## src/hw/rtl/qrra_pkg.sv

```systemverilog
// Shared types, constants and the arctangent step table for the relative rotation angle core.
package qrra_pkg;

  localparam int COMP_WIDTH_DEF  = 16;
  localparam int ACOS_STAGES_DEF = 16;

  // Angle accumulator format: signed, 20 fraction bits.
  localparam int ANGLE_FRAC = 20;
  localparam int ANGLE_W    = 24;
  localparam logic signed [ANGLE_W-1:0] HALF_PI_Q20 = 24'sd1647099;

  // Output format and limit (2*pi in Q3.12).
  localparam int OUT_W = 16;
  localparam logic signed [OUT_W:0] ANGLE_MAX_Q12 = 17'sd25736;

  // The CORDIC works on cosine and sine scaled up by this many bits.
  localparam int PRESCALE = 16;

  // Quaternion component and product widths.
  localparam int QW     = 16;
  localparam int PROD_W = 2 * QW;
  localparam int SUM_W  = PROD_W + 2;

  // Configuration port.
  localparam int APB_AW = 4;
  localparam int APB_DW = 32;

  typedef enum logic [1:0] {
    REG_REF_W = 2'd0,
    REG_REF_X = 2'd1,
    REG_REF_Y = 2'd2,
    REG_REF_Z = 2'd3
  } reg_idx_t;

  // Sign class of the relative z part, carried alongside the angle computation.
  typedef struct packed {
    logic zero;
    logic neg;
  } zsign_t;

  // atan(2^-i) in Q.20, rounded to nearest; exact powers of two from i = 7 on.
  function automatic logic signed [ANGLE_W-1:0] atan_step(input int i);
    logic signed [ANGLE_W-1:0] v;
    case (i)
      0: v = 24'sd823550;
      1: v = 24'sd486170;
      2: v = 24'sd256879;
      3: v = 24'sd130396;
      4: v = 24'sd65451;
      5: v = 24'sd32757;
      6: v = 24'sd16383;
      default: begin
        if (i <= ANGLE_FRAC) v = ANGLE_W'(24'sd1 <<< (ANGLE_FRAC - i));
        else v = '0;
      end
    endcase
    return v;
  endfunction

endpackage

```

## src/hw/rtl/qrra_cordic_cell.sv

```systemverilog
// One vectoring CORDIC cell: rotates toward the x axis and accumulates the angle.
module qrra_cordic_cell import qrra_pkg::*; #(
  parameter int XW   = COMP_WIDTH_DEF + 17,
  parameter int STEP = 0
) (
  input  logic                      clk,
  input  logic                      rst,
  input  logic                      in_valid,
  output logic                      in_ready,
  input  logic signed [XW-1:0]      in_x,
  input  logic signed [XW-1:0]      in_y,
  input  logic signed [ANGLE_W-1:0] in_ang,
  input  zsign_t                    in_zs,
  output logic                      out_valid,
  input  logic                      out_ready,
  output logic signed [XW-1:0]      out_x,
  output logic signed [XW-1:0]      out_y,
  output logic signed [ANGLE_W-1:0] out_ang,
  output zsign_t                    out_zs
);

  localparam logic signed [ANGLE_W-1:0] ATAN = atan_step(STEP);

  logic signed [XW-1:0]      dx, dy, x_next, y_next;
  logic signed [ANGLE_W-1:0] ang_next;

  always_comb begin
    dx = in_y >>> STEP;
    dy = in_x >>> STEP;
    if (in_y > 0) begin
      x_next   = in_x + dx;
      y_next   = in_y - dy;
      ang_next = in_ang + ATAN;
    end else begin
      x_next   = in_x - dx;
      y_next   = in_y + dy;
      ang_next = in_ang - ATAN;
    end
  end

  assign in_ready = !out_valid || out_ready;

  always_ff @(posedge clk) begin
    if (rst) begin
      out_valid <= 1'b0;
    end else if (in_ready) begin
      out_valid <= in_valid;
    end
  end

  always_ff @(posedge clk) begin
    if (in_ready && in_valid) begin
      out_x   <= x_next;
      out_y   <= y_next;
      out_ang <= ang_next;
      out_zs  <= in_zs;
    end
  end

endmodule

```

## config.mk

```make
export PLATFORM = sky130hd
export DESIGN_NAME = qrra_cordic_cell
export DESIGN_NICKNAME = d
export VERILOG_FILES = /design/src/hw/rtl/qrra_pkg.sv /design/src/hw/rtl/qrra_cordic_cell.sv
export SDC_FILE = /design/constraint.sdc
export NUM_CORES = 1
export LEC_CHECK = 0
export ABC_AREA = 1
export BUFFER_PORTS_ARGS = -buffer_cell sky130_fd_sc_hd__buf_2
export CAP_MARGIN = 5
export CORE_ASPECT_RATIO = 0.5
export CORE_MARGIN = 5
export CORE_UTILIZATION = 30
export DETAILED_ROUTE_END_ITERATION = 10
export SLEW_MARGIN = 10
export SYNTH_ARGS = -nofsm -noshare
export SYNTH_HDL_FRONTEND = slang
export SYNTH_SLANG_ARGS = --single-unit
```

## constraint.sdc

```tcl
create_clock -name clk -period 10.9 [get_ports clk]
set_input_delay 0.545 -clock clk [delete_from_list [all_inputs] [get_ports clk]]
set_output_delay 0.545 -clock clk [all_outputs]
set_load 0.03 [all_outputs]
```

==> flow_summary.toml <==
[status]
status = "finished clean"

[placement]
dp_hpwl_mm = 36.07
place_area_um2 = 13370
dp_slack_ns = 6.104
place.gp.congestion = 0.9320
io_buffers = 189

[route]
vias = 12500
dr.pass1.iters = 6
drt_iter0_drc = 895
postRouteAntennaNets = 0
route.detailed.drc = 0
routed_wl_mm = 42.47
vias_per_cell = 4.697
detail_route.wl_per_cell_um = 15.96

[worst_setup_path]
critical_path_class = "input port to flop"
critPathBufInv = 3
worstPathCellList = "buf_2, nor2_1, nand4_1, nor3_1, nand3_1, nand2_2, inv_2, buf_4, ha_1, a21oi_1, nor2_1, nor2_1, o21ai_0, nand2_1, nand3_1, xor2_1"
end_kind = "flop"
slowest_stage = "nor2_1"
reg2reg_depth = 2
crit_fanout = 56
cp_top_family = "simple AND/OR/NAND/NOR gates"
crit_path_start_kind = "input port"
timing.rr.end = "out_x[28]$_DFFE_PP_"
crit_start = "in_y[4]"
arrival_ns = 4.66
r2r_setup_slack_ns = 8.55
max_stage_delay_ns = 0.53
cp_common_cell = "nor2_1"
crit_path_end = "out_ang[22]$_DFFE_PP_"
path_depth = 16
worst-endpoint-required_ns = 11.01
reg2reg_from = "out_valid$_SDFFE_PP0N_"

[sta]
drv_slew = 0
finalSetupTns_ns = 0
skew_ns = 0.005754
post-route-min-period_ns = 4.544
hold_violations = 0
fin_ws_ns = 6.356
rsz0062_at_grt = "no"
hold-worst-slack_ns = 0.3311
fin_crit_sh_pct = 41.69
relSlewSlack_pct = 34.74
fmax_mhz = 220.1
max_slew.worst_pin.slew_ns = 0.9767
setup-violations-final = 0

[clocking]
clkLatencyLatePin_ns = 0.36
cts_setup_buffers = 0
ctsResizeCount = 0
cts.clk_slew.worst_paths_ns = 0.07
cts_buffer_depth = 2
cts_buffers = 9
holdBufCountCts = 0
cts_tree = "yes"
cts-root-buf = "clkbuf_16"
cts_sinks = 92
htree_levels = 3

[synth]
syn_inst = 1965
synth_area_per_cell_um2 = 6.113
synth_top_area_share_pct = 22.75
synth_area_leaders = "edfxtp_1 23%, nand2_1 23%, ha_1 12%"
ys_types = 42
synth-seq-cells = 92
yosys_warnings = 0
synth_area_um2 = 12010
yosysTopAreaCell = "edfxtp_1"
synth.yosys.seq_area_share_pct = 22.92
syn_nets = 2182

[power_and_ir_drop]
cellLeakagePower_nw = 7.700
peakVddDrop_uv = 69.50
power_density_nw_per_um2 = 108.3

[global_routing]
grt_first_pass_wirelength_mm = 64.96
grt_overflow = 0
grt_max_degree = 69
antenna_found_initial = 4
grt_pass1_vias = 11690
grt_usage_pct = 18.66

[cells_and_area]
stdcell_area_um2 = 13670
fin_util_pct = 34.84
layout-drive-gt1-share_pct = 11.70
syn_to_final_growth_pct = 13.84
fin_nets = 2340

[floorplanning]
die_h_um = 151.5
rows = 51
io_pins = 190
core-area_um2 = 39240
die_x_um = 293.0
die_area_um2 = 44380
start_util_pct = 30.61

[run]
drv_cap = 0

[min_path]
hold_path.class = "input port to flop"
==> kinds of logic after synthesis <==
logic type	Yosys count	synth area share, %
and+or+nand+nor	1098	38.27
xor gates and xnor gates	48	3.562
adders and majority gates	121	12.85
AOI/OAI and AO/OA	174	7.906
DFF	92	22.92
buffers and inverters	432	14.49
==> layout by cell type (no fill, tap or decap), drive strengths merged, types with 7 or more instances in the layout <==
master	count
nand4	29
buf	192
nor2	136
o21bai	12
edfxtp	91
o21ai	51
ha	117
clkbuf	10
xor2	43
nand3	180
a21oi	95
nand2	729
inv	390
a21o	7
nor3	13
==> synthesized netlist by cell type <==
cell type  instances
nand2_1          720
inv_1            383
nand3_1          178
nor2_1           121
ha_1             117
a21oi_1           94
edfxtp_1          91
xor2_1            42
o21ai_0           39
nand4_1           29
buf_2             22
buf_4             18
o21bai_1          12
nor2_2            11
nor3_1            11
o21ai_1           10
a21o_1             7
nand2_2            6
xnor2_1            5
fa_1               4
inv_2              4
nor2_4             4
o21a_1             4
a21boi_0           3
buf_6              3
nand2_4            3
a31oi_1            2
nand3_2            2
nand3b_1           2
nand3b_2           2
nor3_2             2
nor4_1             2
o21ai_2            2
or2_2              2
a21oi_2            1
and2_1             1
and3_1             1
clkbuf_1           1
clkbuf_2           1
dfxtp_1            1
nor4_2             1
xor2_2             1
==> registers in the layout, summed over array words and instances, names as in the netlist <==
name and count:
out_ang 24, out_valid 1, out_x 33, out_y 32, out_zs 2
==> report_power, final <==
part           switching [mW]  internal (mW)  total, mW
Combinational           0.485          0.199      0.685
Clock                   0.155          0.181      0.335
Sequential             0.0130          0.448      0.461
==> metrics by stage <==
| step | total power [mW] | std cells |
|---|---|---|
| floorplan | 0.9453 | 1965 |
| global placement | 1.148 | 2642 |
| detailed placement | 1.149 | 2642 |
| CTS | 1.488 | 2658 |
| global route | 1.583 | 2659 |
| finish | 1.481 | 2661 |
==> worst min-delay path by stage <==
stage	endpoint	from	slack, ns	depth (start not counted)
2_1_floorplan	out_valid$_SDFFE_PP0N_	rst	0.61	1
3_3_place_gp	out_valid$_SDFFE_PP0N_	out_valid$_SDFFE_PP0N_	0.52	2
3_5_place_dp	out_valid$_SDFFE_PP0N_	out_valid$_SDFFE_PP0N_	0.53	2
4_1_cts	out_valid$_SDFFE_PP0N_	rst	0.32	2
5_1_grt	out_valid$_SDFFE_PP0N_	rst	0.32	2
6_report	out_valid$_SDFFE_PP0N_	rst	0.33	2
==> routing by layer <==
metal / GRT usage (%) / vias to the layer above / share of wire (%)
li1: - / 6421 / -
met1: 24.57 / 5661 / 45
met2: 32.67 / 358 / 47
met3: 2.738 / 52 / 6.4
met4: 4.372 / 6 / 2.0
met5: 0 / - / 0.097
==> cell type report <==
class	instances	area, um^2
Antenna cell	3	7.507
Inverter	387	1453
Clock inverter	6	71.32
Multi-Input combinational cell	1441	7530
Sequential cell	92	2753
Timing Repair Buffer	192	968.4
Tap cell	530	663.1
Clock buffer	10	229.0
Fill cell	4350	25570
Power figures use the tool's default switching activity.
