===== src/hw/rtl/qrra_pkg.sv =====
// Shared types, constants and the arctangent step table for the relative rotation angle core.
package qrra_pkg;

  localparam int COMP_WIDTH_DEF  = 16;
  localparam int ACOS_STAGES_DEF = 16;

  // Angle accumulator format: signed, 20 fraction bits.
  localparam int ANGLE_FRAC = 20;
  localparam int ANGLE_W    = 24;
  localparam logic signed [ANGLE_W-1:0] HALF_PI_Q20 = 24'sd1647099;

  // Output format and limit (2*pi in Q3.12).
  localparam int OUT_W = 16;
  localparam logic signed [OUT_W:0] ANGLE_MAX_Q12 = 17'sd25736;

  // The CORDIC works on cosine and sine scaled up by this many bits.
  localparam int PRESCALE = 16;

  // Quaternion component and product widths.
  localparam int QW     = 16;
  localparam int PROD_W = 2 * QW;
  localparam int SUM_W  = PROD_W + 2;

  // Configuration port.
  localparam int APB_AW = 4;
  localparam int APB_DW = 32;

  typedef enum logic [1:0] {
    REG_REF_W = 2'd0,
    REG_REF_X = 2'd1,
    REG_REF_Y = 2'd2,
    REG_REF_Z = 2'd3
  } reg_idx_t;

  // Sign class of the relative z part, carried alongside the angle computation.
  typedef struct packed {
    logic zero;
    logic neg;
  } zsign_t;

  // atan(2^-i) in Q.20, rounded to nearest; exact powers of two from i = 7 on.
  function automatic logic signed [ANGLE_W-1:0] atan_step(input int i);
    logic signed [ANGLE_W-1:0] v;
    case (i)
      0: v = 24'sd823550;
      1: v = 24'sd486170;
      2: v = 24'sd256879;
      3: v = 24'sd130396;
      4: v = 24'sd65451;
      5: v = 24'sd32757;
      6: v = 24'sd16383;
      default: begin
        if (i <= ANGLE_FRAC) v = ANGLE_W'(24'sd1 <<< (ANGLE_FRAC - i));
        else v = '0;
      end
    endcase
    return v;
  endfunction

endpackage


===== src/hw/rtl/qrra_sqrt_cell.sv =====
// One cell of the digit-by-digit square root chain: one root bit per cell.
module qrra_sqrt_cell import qrra_pkg::*; #(
  parameter int NB   = COMP_WIDTH_DEF - 1,
  parameter int CW   = COMP_WIDTH_DEF,
  parameter int STEP = 0
) (
  input  logic                 clk,
  input  logic                 rst,
  input  logic                 in_valid,
  output logic                 in_ready,
  input  logic [2*NB-1:0]      in_rad,
  input  logic [NB+2:0]        in_r,
  input  logic [NB-1:0]        in_q,
  input  logic signed [CW-1:0] in_c,
  input  zsign_t               in_zs,
  output logic                 out_valid,
  input  logic                 out_ready,
  output logic [2*NB-1:0]      out_rad,
  output logic [NB+2:0]        out_r,
  output logic [NB-1:0]        out_q,
  output logic signed [CW-1:0] out_c,
  output zsign_t               out_zs
);

  localparam int RW = NB + 3;

  logic [RW-1:0] r_sh, trial, r_next;
  logic          ge;
  logic [NB-1:0] q_next;

  // Bring down the next pair of radicand bits and try the bit 1 for the root.
  always_comb begin
    r_sh   = {in_r[RW-3:0], in_rad[2*NB-1-2*STEP -: 2]};
    trial  = RW'({in_q, 2'b01});
    ge     = (r_sh >= trial);
    r_next = ge ? (r_sh - trial) : r_sh;
    q_next = {in_q[NB-2:0], ge};
  end

  assign in_ready = !out_valid || out_ready;

  always_ff @(posedge clk) begin
    if (rst) begin
      out_valid <= 1'b0;
    end else if (in_ready) begin
      out_valid <= in_valid;
    end
  end

  always_ff @(posedge clk) begin
    if (in_ready && in_valid) begin
      out_rad <= in_rad;
      out_r   <= r_next;
      out_q   <= q_next;
      out_c   <= in_c;
      out_zs  <= in_zs;
    end
  end

endmodule


===== config.mk =====
export PLATFORM = sky130hd
export DESIGN_NAME = qrra_sqrt_cell
export DESIGN_NICKNAME = d
export VERILOG_FILES = /design/src/hw/rtl/qrra_pkg.sv /design/src/hw/rtl/qrra_sqrt_cell.sv
export SDC_FILE = /design/constraint.sdc
export NUM_CORES = 1
export LEC_CHECK = 0
export BUFFER_PORTS_ARGS = -buffer_cell sky130_fd_sc_hd__buf_4
export CORE_AREA = 3 3 98 100
export DETAILED_ROUTE_END_ITERATION = 6
export DIE_AREA = 0 0 101 103
export PLACE_DENSITY = 0.75
export SLEW_MARGIN = 0
export SYNTH_ARGS = -nofsm -noshare
export SYNTH_HDL_FRONTEND = slang
export SYNTH_SLANG_ARGS = --single-unit

===== constraint.sdc =====
create_clock -name clk -period 2.5 [get_ports clk]
set_input_delay 0 -clock clk [delete_from_list [all_inputs] [get_ports clk]]
set_output_delay 0 -clock clk [all_outputs]
set_load 0.05 [all_outputs]

==> metrics.txt, run 1 <==
outcome complete, no violations; post-synth top area share 65.1%; Setup TNS 0 ns; grt total ovfl 0; Worst-Margin Slew 0.545 ns; Min-Delay Path Class input pin to flip-flop; Post-synth EDFFs roughly 80; Worst Hold Depth 3; Detailed Place HPWL 7270 um; critical path data arrival time between 2 and 3 ns; critical-path maximum fanout 15; total length of routed wires 12600 um; TritonCTS clock tree done; GR Layer Usage met2 40.8%; Primary FF master, synth edfxtp_1; CP endpoint kind flip-flop; post-route ant nets 0; Clock Tree Buf Depth 2; Die Y 103 um; area leader, netlist edfxtp_1; count of final hold-check violations 0; wire length per cell 20.0 um; setup ws final roughly 0.11 ns; GR Util met1 26.3%; Final Slew Violations 0; max cap viols 0; DR vias/cell slightly above 5; Leakage between 2 and 3 nW; setup violators final 0; ratio of cells with drive above 1 in the final layout between 40% and 50%; # IOs approximately 170; flops & latches, synth 82; Core ar. roughly 8800 um^2; Max transition margin 62.7%; synth cell count leaders edfxtp_1, inv_1, ha_1, a21oi_1; Pwr Density 608 nW/um^2; CTS Sinks 82; most common cell in the netlist edfxtp_1; GRT busiest layer met2; total power 0.00372 W; H-Tree Depth 3; clk slew on worst S/H paths 0.09 ns; largest net degree at the start of global routing 41; Final period util 95.7%; root buffer cell clkbuf_8; Synth cell types 45; Syn. warnings 0; worst reg2reg path depth 3; routability cong. 0.832; mean area per synthesized cell 14.5 um^2; startpoint type of the worst setup path input pin; Peak Freq 0.418 GHz; DP Worst Slack 0.130 ns; final net count roughly 620; first-pass GRT wire length about 18000 um; cells after synthesis around 260; RSZ-0062 raised after global routing false; Syn Nets 360; kind of critical path input pin to flip-flop; Residual DRC 0; Die Footprint 10400 um^2; Iter 0 DRT Violations 167; ys async rst share 0%; clock latency on the worst-skew pair roughly 0.36 ns; synthesis-to-layout area growth 63.9%; vias in the first global route 3306; min Tclk post-route 2.39 ns; port buffer count 165; antenna violations before repair 1; Initial Util 42.6%; die width 101 um; met3 global-route usage 6.02%; Worst Skew 0.0160 ns; router iterations before antenna repair 4; placement row count 34; TritonCTS buffer count 9; post-synthesis sequential area ratio ~66%; Worst EP required 2.60 ns; cell area after synthesis 3730 um^2; Tot GR Track Use 22.5%; worst vdd ir roughly 0.00037 V; ranking of synthesized cells by area edfxtp_1, ha_1, mux2_4, inv_1, a21oi_1; Vias 3228
==> sequential cells by signal (all words and copies together) (netlist names) <==
register	count
out_c	16
out_q	15
out_r	18
out_rad	30
out_valid	1
out_zs	2
==> through the flow <==
step | hold slack [ns] | cell area [um^2] | utilization (%) | instances
after global routing | 0.0664 | 6120 | 69.8 | 629
after detailed placement | 0.166 | 5120 | 58.4 | 531
after global placement | 0.156 | 5120 | 58.4 | 531
final | 0.0192 | 6120 | 69.8 | 629
after CTS | 0.0236 | 6080 | 69.4 | 625
after floorplan | 0.0691 | 3740 | - | 258
==> routing by layer <==
metal  part of all wire, %  up-vias
met1                    38     1579
met3                   7.6       18
met5                     0        -
met2                    52      137
met4                   2.0        0
li1                      -     1494
==> timing repair <==
item | in CTS | in global routing
gates resized for setup | 0 | 10
endpoints found under the hold margin | 78 | 0
endpoints found under the setup margin | 0 | 15
hold buffers | 78 | 0
buffers inserted | 0 | 3
==> final timing paths <==
path | start | endpoint | slack (ns)
max | in_r[5] | out_r[10] | 0.11
min | in_r[15] | out_r[17] | 0.02
max reg2reg | out_valid | out_q[0] | 0.94
min reg2reg | out_valid | out_rad[27] | 0.96
==> cells by family (layout without fill, tap and decap cells) <==
group	Yosys count	after routing	synth area share, %
buf+inv	27	289	3.32
other cells	0	1	0
fa+ha+maj	17	17	5.70
simple gates	46	46	6.23
compound gates	59	59	10.9
xor+xnor	12	12	2.81
mux	15	15	5.40
flops	82	82	65.7
==> worst max-delay path, cell delays in order <==
cell and delay [ns]:
dlygate4sd3_1 0.55, buf_4 0.14, ha_1 0.35, a21oi_1 0.32, o21ai_1 0.12, nor2_1 0.34
o31a_4 0.27, inv_8 0.08, mux2_4 0.31
==> cell usage in the layout, fill, tap and decap left out, types with 2 or more instances in the layout <==
| cell type | instances |
|---|---|
| clkbuf_8 | 9 |
| xnor2_1 | 7 |
| ha_2 | 2 |
| a211o_1 | 2 |
| nor4_1 | 2 |
| dlygate4sd3_1 | 78 |
| clkinvlp_4 | 3 |
| o21a_1 | 5 |
| o21ai_1 | 4 |
| o21bai_1 | 3 |
| a211oi_1 | 5 |
| nand3_1 | 4 |
| edfxtp_1 | 81 |
| nand4_1 | 3 |
| o211ai_1 | 3 |
| inv_1 | 21 |
| o21ai_0 | 7 |
| a21oi_2 | 3 |
| buf_4 | 172 |
| a21o_1 | 4 |
| nand2_1 | 11 |
| ha_1 | 15 |
| xor2_1 | 5 |
| and3_1 | 2 |
| nand2b_1 | 4 |
| nor2_1 | 10 |
| o31ai_1 | 2 |
| mux2_2 | 5 |
| nor3_1 | 4 |
| a21oi_1 | 13 |
| mux2_4 | 9 |
| inv_6 | 2 |
==> power by group <==
part	total (W)	internal [W]	leakage [nW]	switching [W]
Clock	0.000917	0.000371	0.0795	0.000546
Combinational	0.00113	0.000462	1.78	0.000669
Sequential	0.00167	0.00164	0.792	0.0000357
Total	0.00372	0.00247	2.65	0.00125
==> final cells by class <==
cell class	instances	area, um^2
clock inverters	6	48.8
multi-input cells	149	1170
fillers	592	2640
flip-flops and latches	82	2450
clock buffers	10	128
well taps	108	135
inverters	22	90.1
diodes	1	2.50
repair buffers	251	2090
(Power assumes the default switching activity.)
==> run 2, diff against run 1 <==
--- a/config.mk
+++ b/config.mk
@@ -9,6 +9,7 @@
 export CORE_AREA = 3 3 98 100
 export DETAILED_ROUTE_END_ITERATION = 6
 export DIE_AREA = 0 0 101 103
+export MAX_ROUTING_LAYER = met4
 export PLACE_DENSITY = 0.75
 export SLEW_MARGIN = 0
 export SYNTH_ARGS = -nofsm -noshare
==> run 2 against run 1 <==
Compared with the run above: clock-buffer cell count stayed put; final area increased by 0.12%; die area is the same; flip-flop and latch count unchanged; worst setup slack lost 0.031 ns; cell count up 0.16%; clock power up 0.9%; largest cell class unchanged.
==> metrics.txt, run 2 (synthesis results as in run 1) <==
outcome complete, no violations; placement row count 34; Die Footprint 10400 um^2; critical path data arrival time 2.53 ns; wire length per cell just over 20 um; Min-Delay Path Class input pin to flip-flop; cell family with most CP delay compound AO/OA/AOI/OAI gates; total length of routed wires 12700 um; Detailed Place HPWL 7270 um; first-pass GRT wire length 17800 um; FF+latch area 2450 um^2; die width between 100 and 150 um; footprint of the multi-input gates about 1200 um^2; Initial Util a little over two fifths; largest registers in the final layout out_rad x30, out_r x18, out_c x16; Fill cells 591; CP peak stage delay ~0.54 ns; Worst EP required 2.61 ns; RSZ-0062 raised after global routing false; CP endpoint kind flip-flop; placed cell area slightly above 5000 um^2; kind of critical path input pin to flip-flop; Worst Path Buf+Inv 3; port buffer count 165; setup violators final 0; router iterations before antenna repair 4; largest net degree at the start of global routing between 40 and 50; fin cells 630; root buffer cell clkbuf_8; DR vias/cell slightly above 5; Residual DRC 0; Worst Skew about 0.017 ns; synthesis-to-layout area growth 64.1%; TritonCTS clock tree done; grt total ovfl 0; Leakage 2.65 nW; # IOs 168; max FFs per register 30; Clock Tree Buf Depth 2; post-route ant nets 0; most common cell after layout, fill and taps aside buf_4; vias in the first global route 3302; Largest Register out_rad; Iter 0 DRT Violations roughly 190; ratio of cells with drive above 1 in the final layout 41.1%; Core ar. 8760 um^2; clk slew on worst S/H paths 0.09 ns; CTS Sinks 82; min Tclk post-route 2.42 ns; max cap viols 0; final instance area 6130 um^2; final net count 618; H-Tree Depth 3; most frequent cells in the layout buf_4, edfxtp_1, dlygate4sd3_1; Tot GR Track Use 23.2%; startpoint type of the worst setup path input pin; Pwr Density 609 nW/um^2; Peak Freq approximately 0.41 GHz; TritonCTS buffer count 9; Max transition margin 62.3%; worst vdd ir between 0.0003 and 0.0004 V; Vias 3255; Setup TNS 0 ns; Final period util a little over nine tenths; Placed Instances between 500 and 600; antenna violations before repair 1; Worst path slowest cell dlygate4sd3_1; routability cong. 0.845; clock latency on the worst-skew pair 0.36 ns; Final Slew Violations 0; critical-path maximum fanout 15; CP cell instances dlygate4sd3_1 -> buf_4 -> ha_1 -> a21o_1 -> a211o_1 -> a211oi_2 -> o31a_4 -> inv_8 -> mux2_4; Die Y 103 um; Worst-Margin Slew 0.551 ns; count of final hold-check violations 0
==> run 2: cell count changes in the layout (fill, tap and decap cells not counted), sizes merged <==
cell,previous run,this run
buf,173,174
==> run 2: stage by stage <==
stage	worst slack [ns]	utilization (%)	hold WS, ns	power, W
final	0.0752	69.9	0.0157	0.00373
after CTS	0.000968	69.4	0.0236	0.00367
after detailed placement	0.130	58.4	0.166	0.00269
after global placement	0.165	58.4	0.156	0.00267
after floorplan	0.398	-	0.0691	0.00236
after global routing	0.00532	69.9	0.0650	0.00387
==> run 2: timing repair <==
| item | CTS | global route |
|---|---|---|
| endpoints found under the hold margin | 78 | 0 |
| gates resized for setup | 0 | 10 |
| hold buffers | 78 | 0 |
| setup buffers | 0 | 4 |
| endpoints found under the setup margin | 0 | 15 |
==> run 2: routing by layer <==
| layer | GRT usage, % | part of all wire [%] | routed length, um |
|---|---|---|---|
| met1 | 26.7 | 38 | 4800 |
| met2 | 40.7 | 52 | 6580 |
| met3 | 5.62 | 8.5 | 1080 |
| met4 | 6.24 | 1.8 | 233 |
| met5 | - | 0 | 0 |
==> run 2: final timing paths <==
check	startpoint	endpoint	slack (ns)	depth (start not counted)
max	in_r[13]	out_r[10]	0.08	9
min	in_r[15]	out_r[17]	0.02	3
max reg2reg	out_valid	out_q[1]	0.94	3
min reg2reg	out_valid	out_rad[27]	0.97	2
==> run 2: final cells by class <==
| cell class | count | area share, % |
|---|---|---|
| Antenna cell | 1 | 0.0408 |
| Clock buffer | 10 | 2.08 |
| Clock inverter | 6 | 0.796 |
| Inverter | 22 | 1.47 |
| Multi-Input combinational cell | 149 | 19.1 |
| Sequential cell | 82 | 40.0 |
| Tap cell | 108 | 2.20 |
| Timing Repair Buffer | 252 | 34.3 |
==> run 2: where the power goes <==
| group | total [W] | leakage (nW) | switching [W] | internal (W) |
|---|---|---|---|---|
| Combinational | 0.00113 | 1.78 | 0.000670 | 0.000464 |
| Sequential | 0.00168 | 0.792 | 0.0000361 | 0.00164 |
| Clock | 0.000925 | 0.0795 | 0.000554 | 0.000371 |
==> run 2: worst min-delay path: stages <==
cell and delay (ns):
buf_4 0.11, o21ai_0 0.07, o21ai_1 0.08
==> run 3, diff against run 2 <==
--- a/config.mk
+++ b/config.mk
@@ -6,11 +6,11 @@
 export NUM_CORES = 1
 export LEC_CHECK = 0
 export BUFFER_PORTS_ARGS = -buffer_cell sky130_fd_sc_hd__buf_4
-export CORE_AREA = 3 3 98 100
+export CORE_AREA = 3 3 90 92
 export DETAILED_ROUTE_END_ITERATION = 6
-export DIE_AREA = 0 0 101 103
+export DIE_AREA = 0 0 93 95
 export MAX_ROUTING_LAYER = met4
-export PLACE_DENSITY = 0.75
+export PLACE_DENSITY = 0.89
 export SLEW_MARGIN = 0
 export SYNTH_ARGS = -nofsm -noshare
 export SYNTH_HDL_FRONTEND = slang
==> constraint.sdc (replaced) <==
create_clock -name clk -period 3.1 [get_ports clk]
set_input_delay 0 -clock clk [delete_from_list [all_inputs] [get_ports clk]]
set_output_delay 0 -clock clk [all_outputs]
set_load 0.05 [all_outputs]
==> run 3 against run 2 <==
Compared with the run above: clock skew fell by 0.0080 ns; worst setup slack improved by 0.24 ns; hold slack improved by 0.084 ns; global-route usage rose by 14 points; register-to-register slack improved by 0.40 ns; sequential power fell by 19%; critical path depth rose by 1; final area fell by 0.59%; wire length rose by 24%; utilization rose by 14 points; first-iteration DRC count rose to 2.8 times the previous value; critical endpoint is now out_r[5]; largest power group unchanged.
==> metrics.txt, run 3 (synthesis results as in run 1) <==
outcome complete, no violations; # IOs 168; crit path to out_r[5]; Setup crit start in_q[9]; Final Util between 80% and 90%; Vias 3631; RSZ-0062 raised after global routing false; critical path data arrival time between 2 and 3 ns; Setup TNS 0 ns; Tot GR Track Use 37.4%; Core ar. 7290 um^2; total power 0.00330 W; Detailed Place HPWL 7390 um; startpoint type of the worst setup path input pin; grt total ovfl 0; H-Tree Depth 3; antenna violations before repair 1; die width slightly above 90 um; port buffer count 165; most common cell after layout, fill and taps aside buf_4; post-route ant nets 0; CTS Sinks 82; count of final hold-check violations 0; TritonCTS buffer count 9; worst vdd ir 0.000577 V; clock latency on the worst-skew pair 0.37 ns; worst reg2reg path depth 2; Placed Instances 517; Iter 0 DRT Violations 522; kind of critical path input pin to flip-flop; CP cell instances dlygate4sd3_1 -> buf_4 -> inv_1 -> ha_1 -> nand4_1 -> nor3_1 -> a211oi_2 -> o31a_4 -> inv_4 -> mux2_2; placement row count 31; Fill cells between 300 and 400; setup violators final 0; most frequent cells in the layout buf_4, edfxtp_1, dlygate4sd3_1; routability cong. a little over 0.8; largest registers in the final layout out_rad x30, out_r x18, out_c x16; max FFs per register 30; fin cells slightly above 600; Worst EP required 3.22 ns; CP peak stage delay 0.54 ns; TritonCTS clock tree done; critical-path maximum fanout 15; wire length per cell roughly 26 um; router iterations before antenna repair 6; Final period util 89.8%; total length of routed wires 15800 um; Peak Freq 0.359 GHz; reg-to-reg endpoint out_r[1]; Worst-Margin Slew 1.06 ns; Max transition margin 29.0%; Die Footprint roughly 8800 um^2; final net count 610; largest net degree at the start of global routing 82; vias in the first global route about 3600; Largest Register out_rad; Die Y 95 um; DR vias/cell between 5 and 6; Final Slew Violations 0; synthesis-to-layout area growth 63.2%; CP endpoint kind flip-flop; clk slew on worst S/H paths 0.10 ns; max cap viols 0; Min-Delay Path Class input pin to flip-flop; Worst path slowest cell dlygate4sd3_1; Worst Skew 0.00934 ns; ratio of cells with drive above 1 in the final layout 39.3%; root buffer cell clkbuf_8; Pwr Density 541 nW/um^2; reg2reg start out_valid; first-pass GRT wire length 23100 um; r2r setup slk roughly 1.3 ns; Leakage 2.65 nW; min Tclk post-route between 2 and 3 ns; Clock Tree Buf Depth 2; Residual DRC 0; PostCTS Resize Cnt 0; Initial Util 51.2%
==> run 3: cell types whose count changed in the layout (fill, tap and decap cells not counted), sizes merged <==
cell,change
buf,-9
bufinv,+3
clkbuf,-1
clkinvlp,-3
diode,+1
dlygate4sd3,+1
==> run 3: where the power goes <==
group	switching (W)	internal [W]
Combinational	0.000583	0.000361
Clock	0.000456	0.000536
Sequential	0.0000372	0.00132
Total	0.00108	0.00222
==> run 3: worst min-delay path by stage <==
| stage | cells past startpoint | from | end |
|---|---|---|---|
| floorplan | 1 | rst | out_valid |
| global placement | 2 | rst | out_valid |
| detailed placement | 2 | rst | out_valid |
| CTS | 3 | in_r[14] | out_r[16] |
| global route | 3 | in_r[14] | out_r[16] |
| finish | 3 | in_r[14] | out_r[16] |
==> run 3: what timing repair did <==
action                    4_1_cts  5_1_grt
hold buffers                   79        0
hold endpoints to repair       79        0
buffers inserted                0        0
==> run 3: final cells by class <==
| cell class | instances | area (um^2) | area share (%) |
|---|---|---|---|
| multi-input cells | 149 | 1160 | 19.0 |
| diodes | 2 | 5.00 | 0.0822 |
| clock inverters | 6 | 113 | 1.85 |
| clock buffers | 9 | 124 | 2.03 |
| well taps | 99 | 124 | 2.03 |
| flip-flops and latches | 82 | 2450 | 40.3 |
| repair buffers | 244 | 2030 | 33.3 |
| inverters | 22 | 85.1 | 1.40 |
==> run 3: critical path, delay by kind of cell <==
kind,cells,cell delay (ns)
compound gates,2,0.33
simple gates,2,0.74
buf+inv,4,0.96
fa+ha+maj,1,0.47
mux,1,0.38
==> run 3: stage by stage <==
step	hold WS (ns)	worst slack (ns)	instance area [um^2]
finish	0.0994	0.317	6090
global route	0.0681	0.238	6090
CTS	0.0377	0.503	6090
detailed placement	0.161	0.713	5060
global placement	0.155	0.753	5060
floorplan	0.0691	0.577	3730
==> run 3: layer usage <==
layer / up-vias / GRT usage, % / share of wire (%)
li1: 1478 / - / -
met1: 1703 / 45.1 / 37
met2: 368 / 59.6 / 47
met3: 82 / 10.8 / 12
met4: 0 / 14.8 / 4.5
met5: - / - / 0
